File: src/rgb_block_max_downscale_assert.svh
// ----------------------------------------------------------------------------
// rgb_block_max_downscale assertion macros
// shared assertion forms, clocked on clk and disabled during reset
// ----------------------------------------------------------------------------
`ifndef RGB_BLOCK_MAX_DOWNSCALE_ASSERT_SVH
`define RGB_BLOCK_MAX_DOWNSCALE_ASSERT_SVH

// same-cycle property
`define RBMD_ASSERT(lbl, prop, msg) \
	lbl: assert property (@(posedge clk) disable iff (!arst_n) (prop)) else $error(msg);

// antecedent in one cycle, consequent in the next
`define RBMD_ASSERT_NEXT(lbl, ante, cons, msg) \
	lbl: assert property (@(posedge clk) disable iff (!arst_n) (ante) |=> (cons)) \
		else $error(msg);

`endif

File: src/rbmd_pkg.sv
// ----------------------------------------------------------------------------
// rbmd_pkg
// constants and types shared by the block max downscaler
// ----------------------------------------------------------------------------
package rbmd_pkg;

	// largest image side, sets the line store depth
	localparam int MAX_SIZE  = 1024;
	localparam int IDX_W     = $clog2(MAX_SIZE);
	localparam int CFG_W     = 11;
	localparam int CFG_IDX_W = 1;
	localparam int PIX_W     = 8;
	localparam int ACC_W     = 3 * PIX_W;

	localparam int RST_SIZE  = 64;
	localparam int RST_SCALE = 2;

	typedef enum logic [CFG_IDX_W-1:0] {
		REG_IMAGE_SIZE = 1'b0,
		REG_SCALE      = 1'b1
	} cfg_reg_t;

	// one pixel with its position information, ctrl to merge
	typedef struct packed {
		logic [IDX_W-1:0] idx;
		logic             first;
		logic             result;
		logic             eoi;
		logic [PIX_W-1:0] red;
		logic [PIX_W-1:0] green;
		logic [PIX_W-1:0] blue;
	} item_t;

endpackage

File: src/rbmd_merge.sv
// ----------------------------------------------------------------------------
// rbmd_merge
// read-modify-write stage on the line store: merges the pixel into its block
// accumulator, forwards a same-entry write, and holds the output register
// ----------------------------------------------------------------------------
`include "rgb_block_max_downscale_assert.svh"

module rbmd_merge (
	input  logic                        clk,
	input  logic                        arst_n,
	input  logic                        accept,
	input  rbmd_pkg::item_t             item,
	input  logic [rbmd_pkg::ACC_W-1:0]  rdata,
	output logic                        in_ready,
	output logic                        we,
	output logic [rbmd_pkg::IDX_W-1:0]  waddr,
	output logic [rbmd_pkg::ACC_W-1:0]  wdata,
	output logic                        out_valid,
	input  logic                        out_ready,
	output logic [rbmd_pkg::PIX_W-1:0]  red_max,
	output logic [rbmd_pkg::PIX_W-1:0]  green_max,
	output logic [rbmd_pkg::PIX_W-1:0]  blue_max,
	output logic                        end_of_image
);
	import rbmd_pkg::*;

	logic             s1_valid_q;
	item_t            item_s1;
	logic             fwd_hit_s1;
	logic [ACC_W-1:0] fwd_data_s1;

	logic             out_valid_q;
	logic [PIX_W-1:0] red_q;
	logic [PIX_W-1:0] green_q;
	logic [PIX_W-1:0] blue_q;
	logic             eoi_q;

	logic [ACC_W-1:0] old;
	logic [PIX_W-1:0] old_r;
	logic [PIX_W-1:0] old_g;
	logic [PIX_W-1:0] old_b;
	logic [ACC_W-1:0] acc;
	logic             s1_go;

	// accumulator merge, forwarded value wins over the stale read
	always_comb begin
		old   = fwd_hit_s1 ? fwd_data_s1 : rdata;
		old_r = old[3*PIX_W-1:2*PIX_W];
		old_g = old[2*PIX_W-1:PIX_W];
		old_b = old[PIX_W-1:0];
		if (item_s1.first) begin
			acc = {item_s1.red, item_s1.green, item_s1.blue};
		end else begin
			acc = {(old_r > item_s1.red)   ? old_r : item_s1.red,
			       (old_g > item_s1.green) ? old_g : item_s1.green,
			       (old_b > item_s1.blue)  ? old_b : item_s1.blue};
		end
	end

	// stage advance: a block result needs room in the output register
	assign s1_go    = s1_valid_q && (!item_s1.result || !out_valid_q || out_ready);
	assign in_ready = !s1_valid_q || s1_go;

	// write back
	assign we    = s1_go;
	assign waddr = item_s1.idx;
	assign wdata = acc;

	// stage 1 control
	always_ff @(posedge clk or negedge arst_n) begin
		if (!arst_n) begin
			s1_valid_q <= 1'b0;
			fwd_hit_s1 <= 1'b0;
		end else if (accept) begin
			s1_valid_q <= 1'b1;
			fwd_hit_s1 <= s1_go && (item_s1.idx == item.idx);
		end else if (s1_go) begin
			s1_valid_q <= 1'b0;
		end
	end

	// stage 1 payload
	always_ff @(posedge clk) begin
		if (accept) begin
			item_s1     <= item;
			fwd_data_s1 <= acc;
		end
	end

	// output register control
	always_ff @(posedge clk or negedge arst_n) begin
		if (!arst_n) begin
			out_valid_q <= 1'b0;
		end else if (s1_go && item_s1.result) begin
			out_valid_q <= 1'b1;
		end else if (out_ready) begin
			out_valid_q <= 1'b0;
		end
	end

	// output register payload
	always_ff @(posedge clk) begin
		if (s1_go && item_s1.result) begin
			red_q   <= acc[3*PIX_W-1:2*PIX_W];
			green_q <= acc[2*PIX_W-1:PIX_W];
			blue_q  <= acc[PIX_W-1:0];
			eoi_q   <= item_s1.eoi;
		end
	end

	assign out_valid    = out_valid_q;
	assign red_max      = red_q;
	assign green_max    = green_q;
	assign blue_max     = blue_q;
	assign end_of_image = eoi_q;

	`RBMD_ASSERT(a_no_accept_on_stall, (s1_valid_q && !s1_go) |-> !accept, "accept while stalled")
	`RBMD_ASSERT_NEXT(a_fwd_capture, accept && s1_go && (item_s1.idx == item.idx), fwd_hit_s1 && (fwd_data_s1 == $past(acc)), "same-entry write not forwarded")
	`RBMD_ASSERT(a_no_write_on_full, (s1_valid_q && item_s1.result && out_valid_q && !out_ready) |-> !we, "write while result blocked")

endmodule

File: config.mk
export PLATFORM = sky130hd
export DESIGN_NAME = rbmd_merge
export DESIGN_NICKNAME = d
export VERILOG_FILES = /design/src/rbmd_pkg.sv /design/src/rbmd_merge.sv
export VERILOG_INCLUDE_DIRS = /design/src /design/src/src
export SDC_FILE = /design/constraint.sdc
export NUM_CORES = 1
export LEC_CHECK = 0
export ABC_AREA = 0
export ABC_CLOCK_PERIOD_IN_PS = 4090
export BUFFER_PORTS_ARGS = -buffer_cell sky130_fd_sc_hd__buf_2
export CORE_MARGIN = 3
export CORE_UTILIZATION = 32
export DETAILED_ROUTE_END_ITERATION = 10
export HOLD_SLACK_MARGIN = 0.02
export MAX_ROUTING_LAYER = met4
export PLACE_DENSITY = 0.53
export SLEW_MARGIN = 20
export SYNTH_ARGS = -nofsm -noshare
export SYNTH_HDL_FRONTEND = slang
export SYNTH_SLANG_ARGS = --single-unit
File: constraint.sdc
create_clock -name clk -period 4.09 [get_ports clk]
set_clock_uncertainty 0.1 [all_clocks]
set_input_delay 0 -clock clk [delete_from_list [all_inputs] [get_ports clk]]
set_output_delay 0 -clock clk [all_outputs]
set_load 0.005 [all_outputs]
==> flow_metrics.tcl <==
set metrics [dict create \
    rsz0062_at_grt "false" \
    syn_area_um2 4100 \
    p_switching_mw 0.533 \
    place_congestion 0.722 \
    cp.arrival_ps 3030 \
    synth_nets 346 \
    yosys.area_share.simple_pct 3.94 \
    synth_seq_area_share_pct 64.9 \
    worstHoldStart "rdata[14]" \
    synth_edf_count 86 \
    dr.pass1.iters 4 \
    drc 0 \
    maxSlewViolCount 0 \
    maxSlewHeadroom_pct 46.8 \
    p_sw_share_pct 22.8 \
    internal-power_mw 1.81 \
    grt_overflow 0 \
    reg2reg_to "fwd_data_s1[9]$_DFFE_PP_" \
    setup_tns_ps 0 \
    drive_above_1_share_pct 45.1 \
    grt_max_degree 36 \
    ctsRootBufferMaster "clkbuf_16" \
    fin_crit_ps 3130 \
    synthAdderAreaFrac_pct 7.33 \
    drtAntennaViolNets 0 \
    wl_mm 8.57 \
    ioPinCount 127 \
    fmax_ghz 0.319 \
    critPathRequiredTime_ps 3990 \
    fin_cells 598 \
    die_y_um 119 \
    synth_top_area_share_pct 63.0 \
    cts.path.max_buffers 2 \
    whs_path_depth 3 \
    cp_max_fo 16 \
    seq_power_share_pct 48.1 \
    critical_path_class "flop to primary output" \
    rr_startpoint "fwd_hit_s1$_DFFE_PN0P_" \
    n_antenna_cell 0 \
    die-area_um2 14200 \
    insertion_delay_ps 340 \
    synth_ff_type "edfxtp_1" \
    synth.distinct_cells 32 \
    synth_commonest_cells "edfxtp_1 (86), mux2_2 (43), ha_1 (24), inv_1 (24)" \
    cts_tree "built" \
    rr_worst_depth 7 \
    synth-warning-count 0 \
    syn_to_final_growth_pct 36.6 \
    synth_area_leader_cell "edfxtp_1" \
    dp_cells 542 \
    fin_crit_sh_pct 76.6 \
    grt_usage_pct 13.2 \
    crit_top_cell "mux2_2" \
    synth.avg_cell_area_um2 15.9 \
    cp-start-kind "flop" \
    synth_most_common_cell "edfxtp_1" \
    cts_sinks 89 \
    ys_seq_elements 89 \
    grt_pass1_vias 2749 \
    cp_cell_sequence "buf_4 > mux2_2 > ha_1 > and3_4 > a221o_1 > a21oi_4 > mux2_2 > buf_2" \
    synthMuxAreaShare_pct 13.3 \
    synth_compound_area_share_pct 3.88 \
    drtIter0Drc 61 \
    setup_violations 0 \
    p_leak_nw 2.33 \
    grt_pass1_wl_mm 14.0 \
    comb_power_share_pct 13.8 \
    r2r_setup_slack_ps 1180 \
    viasPerCell 4.30 \
    ys_async_sr_fraction_pct 3.37 \
    slowest_stage "mux2_2" \
    cp-end-kind "primary output" \
    dp.final_hpwl_mm 6.10 \
    yosys-top-cells-area "edfxtp_1 (63%), mux2_2 (12%), ha_1 (7.3%)" \
    synth_top_family_by_area "multiplexers" \
    clockPowerShare_pct 38.1 \
    cts_made_buffers 9 \
    critical-path-max-stage-delay_ps 400 \
    post_cts_resized 0 \
    synth_xor_area_share_pct 2.14 \
    netlist_instances 257 \
    h-tree-depth 3 \
    portBuffers 126 \
    hold_viol_final 0 \
    finalNetCount 514 \
    min_to "fwd_data_s1[14]$_DFFE_PP_" \
    cts_setup_buffers 0 \
    vias 2571 \
    dieWidth_um 119 \
    antenna_found_initial 0 \
    routedWlPerCell_um 14.3 \
    worstMarginPinSlew_ps 797 \
    rows 40 \
    cts.reportedPaths.clkPinSlew_ps 70 \
    cap_violations 0 \
    status "finished, final reports clean" \
    hp-class "input port to flop" \
    vdd.ir_drop.worst_mv 0.287 \
    coreArea_um2 12300 \
    powerDensity_nw_per_um2 418 \
    start_util_pct 33.4 \
]
[final cells by class]
cell class,instances,area [µm²]
Clock inverter,7,101
Sequential cell,89,2660
Clock buffer,9,225
Inverter,24,90.1
Timing Repair Buffer,170,1060
Fill cell,1123,6660
Multi-Input combinational cell,131,1250
Tap cell,168,210
[critical path, delay by kind of cell (launching register included)]
family | cells | cell delay [ps]
AO/OA/AOI/OAI | 2 | 680
adder cells (fa/ha/maj) | 1 | 290
buffers and inverters | 2 | 400
flip-flops | 1 | 340
multiplexers | 2 | 780
AND/OR/NAND/NOR | 1 | 190
[state kept, by name, indices dropped and copies added, names as in the netlist]
signal,flops
blue_max,8
end_of_image,1
fwd_data_s1,24
fwd_hit_s1,1
green_max,8
item_s1,27
out_valid,1
red_max,8
s1_valid_q,1
waddr,10
[placed cells by master (no fill, tap or decap)]
cell type      synthesis  routed
inv_1                 24      24
clkinv_4               0       1
a21o_2                 1       1
buf_2                  1     126
and3_4                 1       1
a311oi_1               2       2
nand2b_1               1       1
dfrtp_1                3       3
o21a_1                 2       2
nand4_1                7       7
nor3_1                 1       1
a221o_1                1       1
buf_4                 10       4
a21oi_4                1       1
dlygate4sd3_1          0      40
clkbuf_16              0       9
xnor2_1               10      10
nor2_1                 2       2
and2_1                 1       1
a21oi_1                7       7
edfxtp_1              86      86
nand2_1                8       8
clkinvlp_4             0       2
ha_1                  24      24
inv_6                  0       2
o211ai_1               3       3
or2_2                  1       1
a2111oi_4              1       1
mux2i_1                6       6
and3_1                 1       1
and4_1                 1       1
mux2_2                43      43
nand3_1                1       1
a31oi_1                1       1
bufinv_16              0       2
nor2b_1                4       4
[how the worst max path moves through the flow]
stage | from | to | slack, ps | cells after the start
floorplan | fwd_hit_s1$_DFFE_PN0P_ | fwd_data_s1[10]$_DFFE_PP_ | 1160 | 8
global placement | fwd_hit_s1$_DFFE_PN0P_ | green_max[6]$_DFFE_PP_ | 1160 | 7
detailed placement | fwd_hit_s1$_DFFE_PN0P_ | green_max[1]$_DFFE_PP_ | 1160 | 7
CTS | fwd_hit_s1$_DFFE_PN0P_ | wdata[9] | 880 | 8
global route | fwd_hit_s1$_DFFE_PN0P_ | wdata[15] | 790 | 8
finish | fwd_hit_s1$_DFFE_PN0P_ | wdata[9] | 960 | 8
[layer usage]
layer	vias up	track usage (%)	part of all wire, %
met5	-	-	0
met4	0	5.00	1.7
met3	13	4.18	5.8
met2	81	20.6	48
met1	1183	15.9	44
li1	1294	-	-
[stage by stage]
| stage | worst slack, ps | cell area [µm²] | total power [mW] | utilization [%] | hold slack (ps) |
|---|---|---|---|---|---|
| floorplan | 1160 | 4100 | 1.31 | - | -396 |
| global route | 785 | 5600 | 2.45 | 45.7 | 64.5 |
| global placement | 1160 | 4870 | 1.44 | 39.7 | -299 |
| CTS | 883 | 5600 | 2.38 | 45.7 | 35.3 |
| detailed placement | 1160 | 4870 | 1.45 | 39.7 | -293 |
| finish | 959 | 5600 | 2.34 | 45.7 | 55.0 |
[timing repair]
item / 4_1_cts / 5_1_grt
hold endpoints to repair: 42 / 0
endpoints found under the setup margin: 0 / 0
hold buffers: 40 / 0
[power by group through the flow]
stage                     registers, mW  logic, mW  clock network [mW]
final                              1.13      0.324               0.892
after global routing               1.13      0.367               0.953
after CTS                          1.13      0.331               0.925
after detailed placement           1.14      0.300                   0
after global placement             1.14      0.299                   0
after floorplan                    1.14      0.166                   0
[kinds of logic after synthesis]
group | count (synthesis)
and+or+nand+nor | 29
adders and majority gates | 24
buffers and inverters | 37
muxes | 49
xor gates and xnor gates | 10
AOI/OAI and AO/OA | 19
DFF | 89
Power figures use the tool's default switching activity.
