`src/rgb_block_max_downscale_assert.svh`:
```
// ----------------------------------------------------------------------------
// rgb_block_max_downscale assertion macros
// shared assertion forms, clocked on clk and disabled during reset
// ----------------------------------------------------------------------------
`ifndef RGB_BLOCK_MAX_DOWNSCALE_ASSERT_SVH
`define RGB_BLOCK_MAX_DOWNSCALE_ASSERT_SVH

// same-cycle property
`define RBMD_ASSERT(lbl, prop, msg) \
	lbl: assert property (@(posedge clk) disable iff (!arst_n) (prop)) else $error(msg);

// antecedent in one cycle, consequent in the next
`define RBMD_ASSERT_NEXT(lbl, ante, cons, msg) \
	lbl: assert property (@(posedge clk) disable iff (!arst_n) (ante) |=> (cons)) \
		else $error(msg);

`endif

```
`src/rbmd_pkg.sv`:
```
// ----------------------------------------------------------------------------
// rbmd_pkg
// constants and types shared by the block max downscaler
// ----------------------------------------------------------------------------
package rbmd_pkg;

	// largest image side, sets the line store depth
	localparam int MAX_SIZE  = 1024;
	localparam int IDX_W     = $clog2(MAX_SIZE);
	localparam int CFG_W     = 11;
	localparam int CFG_IDX_W = 1;
	localparam int PIX_W     = 8;
	localparam int ACC_W     = 3 * PIX_W;

	localparam int RST_SIZE  = 64;
	localparam int RST_SCALE = 2;

	typedef enum logic [CFG_IDX_W-1:0] {
		REG_IMAGE_SIZE = 1'b0,
		REG_SCALE      = 1'b1
	} cfg_reg_t;

	// one pixel with its position information, ctrl to merge
	typedef struct packed {
		logic [IDX_W-1:0] idx;
		logic             first;
		logic             result;
		logic             eoi;
		logic [PIX_W-1:0] red;
		logic [PIX_W-1:0] green;
		logic [PIX_W-1:0] blue;
	} item_t;

endpackage

```
`src/rbmd_ctrl.sv`:
```
// ----------------------------------------------------------------------------
// rbmd_ctrl
// configuration registers and pixel position counters; tags each pixel with
// its line store entry, block start and block end flags
// ----------------------------------------------------------------------------
`include "rgb_block_max_downscale_assert.svh"

module rbmd_ctrl (
	input  logic                          clk,
	input  logic                          arst_n,
	input  logic                          cfg_we,
	input  logic [rbmd_pkg::CFG_IDX_W-1:0] cfg_idx,
	input  logic [rbmd_pkg::CFG_W-1:0]    cfg_wdata,
	input  logic                          accept,
	input  logic [rbmd_pkg::PIX_W-1:0]    red,
	input  logic [rbmd_pkg::PIX_W-1:0]    green,
	input  logic [rbmd_pkg::PIX_W-1:0]    blue,
	output rbmd_pkg::item_t               item
);
	import rbmd_pkg::*;

	logic [IDX_W-1:0] nm1_q;
	logic [CFG_W-1:0] sm1_q;
	logic [IDX_W-1:0] col_q;
	logic [IDX_W-1:0] row_q;
	logic [IDX_W-1:0] cib_q;
	logic [IDX_W-1:0] rib_q;

	logic [CFG_W-1:0] n_lim;
	logic [IDX_W-1:0] nm1_d;
	logic [CFG_W-1:0] sm1_d;
	logic             col_last;
	logic             row_last;
	logic             blk_col_end;
	logic             blk_row_end;

	// size and scale kept as last index, zero and oversize cases folded in
	always_comb begin
		n_lim = (int'(cfg_wdata) > MAX_SIZE) ? CFG_W'(MAX_SIZE) : cfg_wdata;
		nm1_d = (cfg_wdata == '0) ? '0 : IDX_W'(n_lim - CFG_W'(1));
		sm1_d = (cfg_wdata == '0) ? '0 : cfg_wdata - CFG_W'(1);
	end

	// position decode
	always_comb begin
		col_last    = (col_q == nm1_q);
		row_last    = (row_q == nm1_q);
		blk_col_end = col_last || (32'(cib_q) == 32'(sm1_q));
		blk_row_end = row_last || (32'(rib_q) == 32'(sm1_q));
		item.idx    = col_q - cib_q;
		item.first  = (cib_q == '0) && (rib_q == '0);
		item.result = blk_col_end && blk_row_end;
		item.eoi    = col_last && row_last;
		item.red    = red;
		item.green  = green;
		item.blue   = blue;
	end

	// config registers and counters; any register write restarts the image
	always_ff @(posedge clk or negedge arst_n) begin
		if (!arst_n) begin
			nm1_q <= IDX_W'(RST_SIZE - 1);
			sm1_q <= CFG_W'(RST_SCALE - 1);
			col_q <= '0;
			row_q <= '0;
			cib_q <= '0;
			rib_q <= '0;
		end else if (cfg_we) begin
			case (cfg_reg_t'(cfg_idx))
				REG_IMAGE_SIZE: nm1_q <= nm1_d;
				REG_SCALE:      sm1_q <= sm1_d;
				default: ;
			endcase
			col_q <= '0;
			row_q <= '0;
			cib_q <= '0;
			rib_q <= '0;
		end else if (accept) begin
			if (col_last) begin
				col_q <= '0;
				cib_q <= '0;
				rib_q <= blk_row_end ? '0 : rib_q + IDX_W'(1);
				row_q <= row_last ? '0 : row_q + IDX_W'(1);
			end else begin
				col_q <= col_q + IDX_W'(1);
				cib_q <= blk_col_end ? '0 : cib_q + IDX_W'(1);
			end
		end
	end

	`RBMD_ASSERT(a_pos_in_image, (col_q <= nm1_q) && (row_q <= nm1_q), "position outside image")
	`RBMD_ASSERT(a_col_in_block, cib_q <= col_q, "column in block beyond column")
	`RBMD_ASSERT(a_row_in_block, rib_q <= row_q, "row in block beyond row")

endmodule

```
`config.mk`:
```
export PLATFORM = sky130hd
export DESIGN_NAME = rbmd_ctrl
export DESIGN_NICKNAME = d
export VERILOG_FILES = /design/src/rbmd_pkg.sv /design/src/rbmd_ctrl.sv
export VERILOG_INCLUDE_DIRS = /design/src /design/src/src
export SDC_FILE = /design/constraint.sdc
export NUM_CORES = 1
export LEC_CHECK = 0
export BUFFER_PORTS_ARGS = -buffer_cell sky130_fd_sc_hd__buf_2
export CORE_MARGIN = 3
export CORE_UTILIZATION = 37
export CTS_BUF_LIST = sky130_fd_sc_hd__clkbuf_8 sky130_fd_sc_hd__clkbuf_16
export CTS_CLUSTER_SIZE = 8
export DETAILED_ROUTE_END_ITERATION = 8
export PLACE_DENSITY = 0.66
export SYNTH_ARGS = -nofsm -noshare
export SYNTH_HDL_FRONTEND = slang
export SYNTH_SLANG_ARGS = --single-unit
```
`constraint.sdc`:
```
create_clock -name clk -period 5.5 [get_ports clk]
set_input_delay 0.55 -clock clk [delete_from_list [all_inputs] [get_ports clk]]
set_output_delay 0.55 -clock clk [all_outputs]
set_load 0.05 [all_outputs]
```
==> impl_metrics.json, run 1 <==
{
  "hold_buffers": 0,
  "dp.cells": 618,
  "grt_pass1_vias": 3345,
  "postSynthCellCount": 488,
  "drc": 0,
  "drt-initial-drc-count": 156,
  "setup_viol": 0,
  "place_ws_ns": 2.485,
  "grt_overflow": 0,
  "post_cts_buffers": 0,
  "vdd_drop_max_v": 0.0001461,
  "layout_commonest_cell": "nand2_1",
  "chipHeight_microns": 113.9,
  "cts_buffers": 9,
  "synth_edf_count": 0,
  "async_flop_share": 1.000,
  "ys_seq_area_frac": 0.3567,
  "yosysUniqueCellTypes": 53,
  "hold_viol": 0,
  "multi_input_area_sq_um": 2431,
  "slowest_stage": "dfrtp_1",
  "area_delta_synth_final_pct": 8.925,
  "syn_nets": 546,
  "yosys_most_used_dff": "dfrtp_1",
  "cp_cell_sequence": "inv_1, ha_1, fa_1, nor2b_1, o21ai_0, a21boi_0, o21ai_0, a211oi_1, xor2_1, buf_2",
  "die_area_sq_um": 12960,
  "fin_nets": 547,
  "cp-start-kind": "flop",
  "cts_resized": 0,
  "synth_area_sq_um": 4304,
  "place_area_sq_um": 4387,
  "drive_above_1_share": 0.1296,
  "start_util": 0.3885,
  "routedWlPerCell_microns": 15.56,
  "whs_ns": 0.3823,
  "fillers": 1063,
  "cpMostUsedCell": "o21ai_0",
  "antenna_found_initial": 0,
  "fin_tns_setup_ns": 0,
  "hpwl_microns": 7452,
  "core_sq_um": 11080,
  "p_per_area_nw_per_um2": 296.8,
  "gp_congestion": 0.8776,
  "fin_area_sq_um": 4688,
  "cts_tree": "built",
  "maxCapViolCount": 0,
  "grt.total_usage": 0.1612,
  "final_cell_mix": "58 x nand2_1, 54 x dfrtp_1, 41 x xor2_1, 37 x nor2_1, 31 x xnor2_1",
  "std_cell_rows": 38,
  "critPathArrivalTime_ns": 2.84,
  "status": "completed",
  "syn_avg_cell_area_sq_um": 8.820,
  "antenna_cells": 0,
  "regArea_sq_um": 1535,
  "leakagePower_nw": 2.033,
  "cts_root_buf": "clkbuf_16",
  "fp.dieW_microns": 113.9,
  "skew_ns": 0.007097,
  "detail-route-antenna-nets": 0,
  "via_per_inst": 5.420,
  "rsz0062_at_grt": "false",
  "setup_slack_ns": 2.110,
  "fin_crit_ns": 3.390,
  "max_clock_freq_ghz": 0.2950,
  "cts_max_level": 3,
  "grt_start_max_net_pins": 62,
  "grt_first_pass_wirelength_microns": 16700,
  "required_ns": 4.95,
  "pin_count": 77,
  "tightest_slew_ns": 0.8796,
  "firstDrtPassIters": 4,
  "wirelength_microns": 9867,
  "hp-class": "primary input to async pin",
  "ys_ff_latch": 61,
  "instances_no_fill": 634,
  "clkLatencyLatePin_ns": 0.33,
  "path_class": "flop to output port",
  "clockBufferDepth": 2,
  "finalCoreUtilization": 0.4232,
  "cts.sinks": 61,
  "power_mw": 1.391,
  "critPathMaxStageDelay_ns": 0.48,
  "ys_warn_count": 0,
  "post-route-period-util": 0.6164,
  "port_buffers": 28,
  "maxSlewViolCount": 0,
  "slew_headroom": 0.4092,
  "endpoint_kind": "output port",
  "crit_path_max_fanout": 7,
  "via_count": 3436,
  "clk_pin_slew_ns": 0.05
}
[cell families (layout without fill, tap and decap cells)]
group | Yosys count | count (layout) | synth area share
mux | 5 | 5 | 0.01192
xor+xnor | 72 | 72 | 0.1465
compound gates | 82 | 82 | 0.1349
flops | 61 | 61 | 0.3567
fa+ha+maj | 18 | 18 | 0.05407
simple gates | 186 | 186 | 0.2174
buf+inv | 64 | 70 | 0.07849
[flip-flops by register name, summed over array words and instances (netlist names)]
register / flops
sm1_q: 11
cib_q: 10
col_q: 10
nm1_q: 10
rib_q: 10
row_q: 10
[cell usage after synthesis (all sizes together) (2+ instances only)]
master	count	area (sq um)
ha	17	212.7
and3	12	80.08
o41ai	2	25.03
dfstp	7	183.9
a21oi	7	35.03
xnor2	31	271.5
nand3	15	75.07
clkbuf	12	45.04
nor3	14	70.07
dfrtp	54	1351
a211oi	5	37.54
nor2b	5	31.28
o31ai	16	133.9
nand2	58	217.7
nand4	18	112.6
o21ai	22	110.1
nand3b	2	15.01
nor2	37	138.9
a22o	5	43.79
nand2b	4	25.02
o22a	3	26.28
or2	2	12.51
buf	28	202.7
inv	24	90.09
xor2	41	359.1
a31o	2	17.52
o22ai	5	31.28
nor4	12	108.9
mux2i	4	40.04
a21o	5	37.54
or3	4	25.02
or4	2	15.01
[metal layers]
layer	global-route usage	vias to the layer above	wire [microns]
met5	0	-	0
met4	0.05701	0	183
met3	0.04085	17	522
met2	0.2517	85	4515
met1	0.2178	1643	4645
li1	-	1691	-
[worst max-delay path: cells and delay by family, from the launching register on]
kind / cells / cell delay, ns
flops: 1 / 0.48
simple gates: 1 / 0.13
fa+ha+maj: 2 / 0.64
compound gates: 4 / 0.74
buf+inv: 2 / 0.36
xor+xnor: 1 / 0.16
[cell type report]
cell class,instances,share of cell area
clock buffers,9,0.04804
inverters,24,0.01922
flip-flops and latches,61,0.3275
repair buffers,30,0.03309
multi-input cells,363,0.5185
well taps,140,0.03736
clock inverters,7,0.01628
[where the power goes]
part,total [mW],switching (mW),internal [mW],leakage [nW]
registers,0.535,0.0488,0.486,0.797
logic,0.295,0.191,0.104,1.09
clock network,0.562,0.210,0.352,0.142
total,1.39,0.450,0.942,2.03
[worst paths after layout]
check / startpoint / to / slack [ns] / cells after the start
max: col_q[0] / item[35] / 2.11 / 10
min: arst_n / col_q[3] / 0.38 / 2
max reg2reg: col_q[5] / rib_q[5] / 3.08 / 6
min reg2reg: nm1_q[1] / nm1_q[1] / 0.51 / 2
max in group asynchronous: arst_n / sm1_q[1] / 4.60 / 2
min in group clk: cfg_wdata[0] / sm1_q[0] / 0.45 / 2
Power figures use the tool's default switching activity.
==> inputs of run 2 (changes only) <==
--- a/config.mk
+++ b/config.mk
@@ -12,7 +12,7 @@
 export CTS_BUF_LIST = sky130_fd_sc_hd__clkbuf_8 sky130_fd_sc_hd__clkbuf_16
 export CTS_CLUSTER_SIZE = 8
 export DETAILED_ROUTE_END_ITERATION = 8
-export PLACE_DENSITY = 0.66
+export PLACE_DENSITY = 0.68
 export SYNTH_ARGS = -nofsm -noshare
 export SYNTH_HDL_FRONTEND = slang
 export SYNTH_SLANG_ARGS = --single-unit
==> constraint.sdc (replaced) <==
create_clock -name clk -period 2.9 [get_ports clk]
set_input_delay 0.29 -clock clk [delete_from_list [all_inputs] [get_ports clk]]
set_output_delay 0.29 -clock clk [all_outputs]
set_load 0.05 [all_outputs]
==> run 2 against run 1 <==
Effect of this change: critical path depth is the same; critical endpoint unchanged; count of clock-buffer cells in the layout is the same; highest routed layer unchanged; wire length grew 1.2%; non-clock buffer count grew 9; hold slack lost 0.37 ns; cell count grew 1.4%; largest cell class unchanged; worst setup slack lost 1.9 ns; global-route usage grew 0.18 points; critical path type unchanged; flip-flop and latch count is the same.
==> impl_metrics.json, run 2 (synthesis gave the netlist of run 1 again) <==
{
  "fp.dieW_microns": 113.9,
  "setup_slack_ns": 0.1712,
  "finalCoreUtilization": 0.4331,
  "pwr-share-comb": 0.221,
  "clkLatencyLatePin_ns": 0.33,
  "cts.sinks": 61,
  "cts_root_buf": "clkbuf_16",
  "largest_register_ffs": 11,
  "gp_congestion": 0.8922,
  "post_cts_buffers": 0,
  "routedWlPerCell_microns": 15.53,
  "cts_tree": "built",
  "p_int_mw": 1.807,
  "endpoint_kind": "output port",
  "critPathMaxStageDelay_ns": 0.35,
  "fin_nets": 556,
  "p_per_area_nw_per_um2": 558.5,
  "dp.cells": 627,
  "place_ws_ns": 0.2605,
  "required_ns": 2.61,
  "maxSlewViolCount": 0,
  "area_delta_synth_final_pct": 11.48,
  "core_sq_um": 11080,
  "leakagePower_nw": 2.084,
  "grt_overflow": 0,
  "cts_buffers": 9,
  "status": "completed",
  "post-route-period-util": 0.9410,
  "cp_cell_sequence": "inv_1, ha_1, fa_2, nor2b_1, o21ai_0, a21boi_1, o21ai_1, a211oi_2, xor2_2, buf_6",
  "grt.total_usage": 0.1631,
  "start_util": 0.3885,
  "port_buffers": 28,
  "slew_headroom": 0.5117,
  "firstDrtPassIters": 4,
  "die_area_sq_um": 12960,
  "tightest_slew_ns": 0.7324,
  "setup_viol": 0,
  "wirelength_microns": 9987,
  "antenna_found_initial": 0,
  "drt-initial-drc-count": 199,
  "via_per_inst": 5.415,
  "chipHeight_microns": 113.9,
  "grt_start_max_net_pins": 32,
  "clockBufferDepth": 2,
  "path_class": "flop to output port",
  "drive_above_1_share": 0.1551,
  "clkPwrFrac": 0.402,
  "detail-route-antenna-nets": 0,
  "critPathArrivalTime_ns": 2.44,
  "p_switching_uw": 873.2,
  "drc": 0,
  "cp-start-kind": "flop",
  "fin_crit_ns": 2.729,
  "whs_ns": 0.01708,
  "slowest_stage": "fa_2",
  "grt_first_pass_wirelength_microns": 17020,
  "instances_no_fill": 643,
  "hold_buffers": 0,
  "maxCapViolCount": 0,
  "grt_pass1_vias": 3501,
  "crit_path_max_fanout": 2,
  "pin_count": 77,
  "hold_viol": 0,
  "largest-register": "sm1_q",
  "via_count": 3482,
  "final_cell_mix": "58 x nand2_1, 53 x dfrtp_1, 40 x xor2_1, 37 x nor2_1, 31 x xnor2_1",
  "skew_ns": 0.004574,
  "clk_pin_slew_ns": 0.06,
  "antenna_cells": 0,
  "vdd_drop_max_v": 0.0003387,
  "layout_commonest_cell": "nand2_1",
  "seqPwrFrac": 0.377,
  "switching_share": 0.3258,
  "hp-class": "primary input to async pin",
  "cts_max_level": 3,
  "hpwl_microns": 7522,
  "std_cell_rows": 38,
  "max_clock_freq_ghz": 0.3665
}
[run 2: cell types whose count changed in the layout (fill, tap and decap cells not counted), sizes merged]
cell / previous run / this run
inv: 24 / 25
buf: 30 / 38
clkinvlp: 2 / 3
clkinv: 4 / 2
clkbuf: 9 / 10
[run 2: power groups by stage]
stage,Clock (mW),Combinational (mW),Sequential (mW)
2_1_floorplan,0,0.521,0.997
3_3_place_gp,0,0.572,1.02
3_5_place_dp,0,0.581,1.02
4_1_cts,1.10,0.588,1.01
5_1_grt,1.13,0.651,1.02
6_report,1.08,0.592,1.01
[run 2: critical path: cells and delay by family, from the launching register on]
kind            cells  cell delay, ns
buf+inv             2            0.22
compound gates      4            0.69
flops               1            0.34
simple gates        1            0.11
fa+ha+maj           2            0.57
xor+xnor            1            0.18
[run 2: worst paths after layout]
path / slack [ns] / startpoint / depth (start not counted) / endpoint
setup reg to reg: 0.64 / col_q[5] / 6 / rib_q[9]
min in group clk: 0.18 / cfg_wdata[0] / 2 / sm1_q[0]
max in group asynchronous: 2.20 / arst_n / 2 / sm1_q[0]
hold / removal: 0.02 / arst_n / 1 / col_q[1]
setup / recovery: 0.17 / col_q[0] / 10 / item[35]
hold reg to reg: 0.50 / nm1_q[2] / 2 / nm1_q[2]
[run 2: per-stage QoR]
stage	power [mW]	area (sq um)	setup TNS (ns)
2_1_floorplan	1.517	4312	0
3_3_place_gp	1.594	4474	0
3_5_place_dp	1.605	4474	0
4_1_cts	2.699	4782	0
5_1_grt	2.805	4798	-0.003648
6_report	2.680	4798	0
[run 2: layout make-up]
cell class | instances | area (sq um)
fill | 1051 | 6280
multi-input combinational | 363 | 2452
sequential | 61 | 1536
timing repair buffer | 39 | 244.0
clock buffer | 9 | 225.2
tap | 140 | 175.2
inverter | 24 | 90.09
clock inverter | 7 | 75.07
[run 2: timing repair]
| action | in CTS | in global routing |
|---|---|---|
| pin swaps | 0 | 3 |
| setup endpoints to repair | 1 | 3 |
| gates resized for setup | 2 | 7 |
[run 2: layer usage]
metal,track usage,part of all wire,vias up
met1,0.2160,0.45,1659
met4,0.05542,0.016,0
li1,-,-,1709
met3,0.03501,0.050,14
met5,0,0,-
met2,0.2654,0.48,100
==> inputs of run 3 (changes only) <==
--- a/config.mk
+++ b/config.mk
@@ -7,12 +7,13 @@
 export NUM_CORES = 1
 export LEC_CHECK = 0
 export BUFFER_PORTS_ARGS = -buffer_cell sky130_fd_sc_hd__buf_2
-export CORE_MARGIN = 3
+export CORE_MARGIN = 1.5
 export CORE_UTILIZATION = 37
 export CTS_BUF_LIST = sky130_fd_sc_hd__clkbuf_8 sky130_fd_sc_hd__clkbuf_16
 export CTS_CLUSTER_SIZE = 8
 export DETAILED_ROUTE_END_ITERATION = 8
 export PLACE_DENSITY = 0.68
+export SKIP_LAST_GASP = 1
 export SYNTH_ARGS = -nofsm -noshare
 export SYNTH_HDL_FRONTEND = slang
 export SYNTH_SLANG_ARGS = --single-unit
==> run 3 against run 2 <==
Effect of this change: clock power about the same; sequential power about the same; non-clock buffer count down 1; wire length down 0.72%; largest cell class unchanged.
==> impl_metrics.json, run 3 (synthesis gave the netlist of run 1 again) <==
{
  "status": "completed",
  "slew_headroom": 0.4881,
  "cts_max_level": 3,
  "gp_congestion": 0.8548,
  "p_per_area_nw_per_um2": 565.3,
  "drt-initial-drc-count": 170,
  "setup_slack_ns": 0.1815,
  "final_cell_mix": "58 x nand2_1, 54 x dfrtp_1, 40 x xor2_1, 37 x nor2_1, 31 x xnor2_1",
  "grt_pass1_vias": 3382,
  "fin_tns_setup_ns": 0,
  "routedWlPerCell_microns": 15.37,
  "hpwl_microns": 7521,
  "power_mw": 2.715,
  "layout_commonest_cell": "nand2_1",
  "fin_crit_ns": 2.718,
  "grt_first_pass_wirelength_microns": 16660,
  "grt_overflow": 0,
  "cts.sinks": 61,
  "cts_tree": "built",
  "max_clock_freq_ghz": 0.3679,
  "p_switching_uw": 834.4,
  "cp_cell_sequence": "inv_1, ha_1, nor2b_1, o21ai_0, a21o_1, a31oi_1, nand4_1, o211ai_1, buf_2",
  "area_delta_synth_final_pct": 11.57,
  "finalCoreUtilization": 0.4224,
  "path_delay_family": "compound AO/OA/AOI/OAI gates",
  "instances_no_fill": 645,
  "drive_above_1_share": 0.1494,
  "port_buffers": 28,
  "path_class": "flop to output port",
  "place_area_sq_um": 4471,
  "antenna_found_initial": 0,
  "leakagePower_nw": 2.106,
  "maxSlewViolCount": 0,
  "core_sq_um": 11370,
  "via_per_inst": 5.474,
  "post-route-period-util": 0.9374,
  "endpoint_kind": "output port",
  "clkLatencyLatePin_ns": 0.33,
  "detail-route-antenna-nets": 0,
  "firstDrtPassIters": 5,
  "fin_area_sq_um": 4802,
  "regArea_sq_um": 1535,
  "std_cell_rows": 39,
  "clockBufferDepth": 2,
  "fillers": 1097,
  "largest_register_ffs": 11,
  "grt_start_max_net_pins": 33,
  "cts_buffers": 9,
  "fin_nets": 555,
  "p_int_mw": 1.880,
  "whs_ns": 0.03057,
  "critPathMaxStageDelay_ns": 0.46,
  "hold_buffers": 0,
  "tightest_slew_ns": 0.7678,
  "clkPwrFrac": 0.409,
  "chipHeight_microns": 110.9,
  "grt.total_usage": 0.1645,
  "critPathArrivalTime_ns": 2.43,
  "pwr-share-comb": 0.219,
  "hold_viol": 0,
  "fp.dieW_microns": 110.9,
  "drc": 0,
  "path_buf_inv": 2,
  "pin_count": 77,
  "rsz0062_at_grt": "false",
  "multi_input_area_sq_um": 2454,
  "crit_path_max_fanout": 5,
  "start_util": 0.3786,
  "cts_root_buf": "clkbuf_16",
  "dp.cells": 629,
  "via_count": 3531,
  "required_ns": 2.61,
  "die_area_sq_um": 12290,
  "skew_ns": 0.009049,
  "antenna_cells": 0,
  "vdd_drop_max_v": 0.0003011,
  "maxCapViolCount": 0,
  "slowest_stage": "dfrtp_1",
  "setup_viol": 0,
  "clk_pin_slew_ns": 0.06,
  "switching_share": 0.3074,
  "largest-register": "sm1_q",
  "cp-start-kind": "flop",
  "place_ws_ns": 0.2354,
  "seqPwrFrac": 0.373,
  "wirelength_microns": 9915,
  "hp-class": "primary input to async pin"
}
==> run 3: worst reg2reg max path, stage by stage, from the launching register on <==
cell and delay, ns:
dfrtp_1 0.48, xor2_1 0.22, nor4_2 0.44, a41oi_1 0.28, nor2_1 0.38, buf_4 0.24
nand2_1 0.06, o21ai_1 0.12
==> run 3: routing by layer <==
metal	track usage	routed length, microns
met1	0.2235	4572
met2	0.2691	4850
met3	0.01914	359
met4	0.06325	134
met5	0	0
==> run 3: path summary, 6_finish.rpt <==
kind                                    from        to  slack, ns  cells past startpoint
worst min-delay path                  arst_n  row_q[7]       0.03                      1
min in group clk                cfg_wdata[0]  sm1_q[0]       0.17                      2
max in group asynchronous             arst_n  sm1_q[0]       2.16                      2
worst min register to register      nm1_q[2]  nm1_q[2]       0.50                      2
worst max register to register      col_q[5]  rib_q[0]       0.61                      7
worst max-delay path                cib_q[1]  item[36]       0.18                      9
==> run 3: power groups by stage <==
stage	Combinational [mW]	Sequential (mW)	Clock, mW
finish	0.594	1.01	1.11
CTS	0.589	1.01	1.12
global route	0.647	1.02	1.16
floorplan	0.521	0.997	0
detailed placement	0.580	1.02	0
global placement	0.568	1.02	0
==> run 3: area by class of cell <==
class | count | share of cell area
Inverter | 24 | 0.01876
Tap cell | 143 | 0.03726
Timing Repair Buffer | 38 | 0.04924
Clock buffer | 9 | 0.04690
Multi-Input combinational cell | 363 | 0.5109
Clock inverter | 7 | 0.01720
Sequential cell | 61 | 0.3197
==> run 3: timing repair <==
item                                    in CTS  in global routing
buffers inserted                             0                  0
pin swaps                                    0                  3
gates resized for setup                      2                  8
endpoints found under the setup margin       1                  2
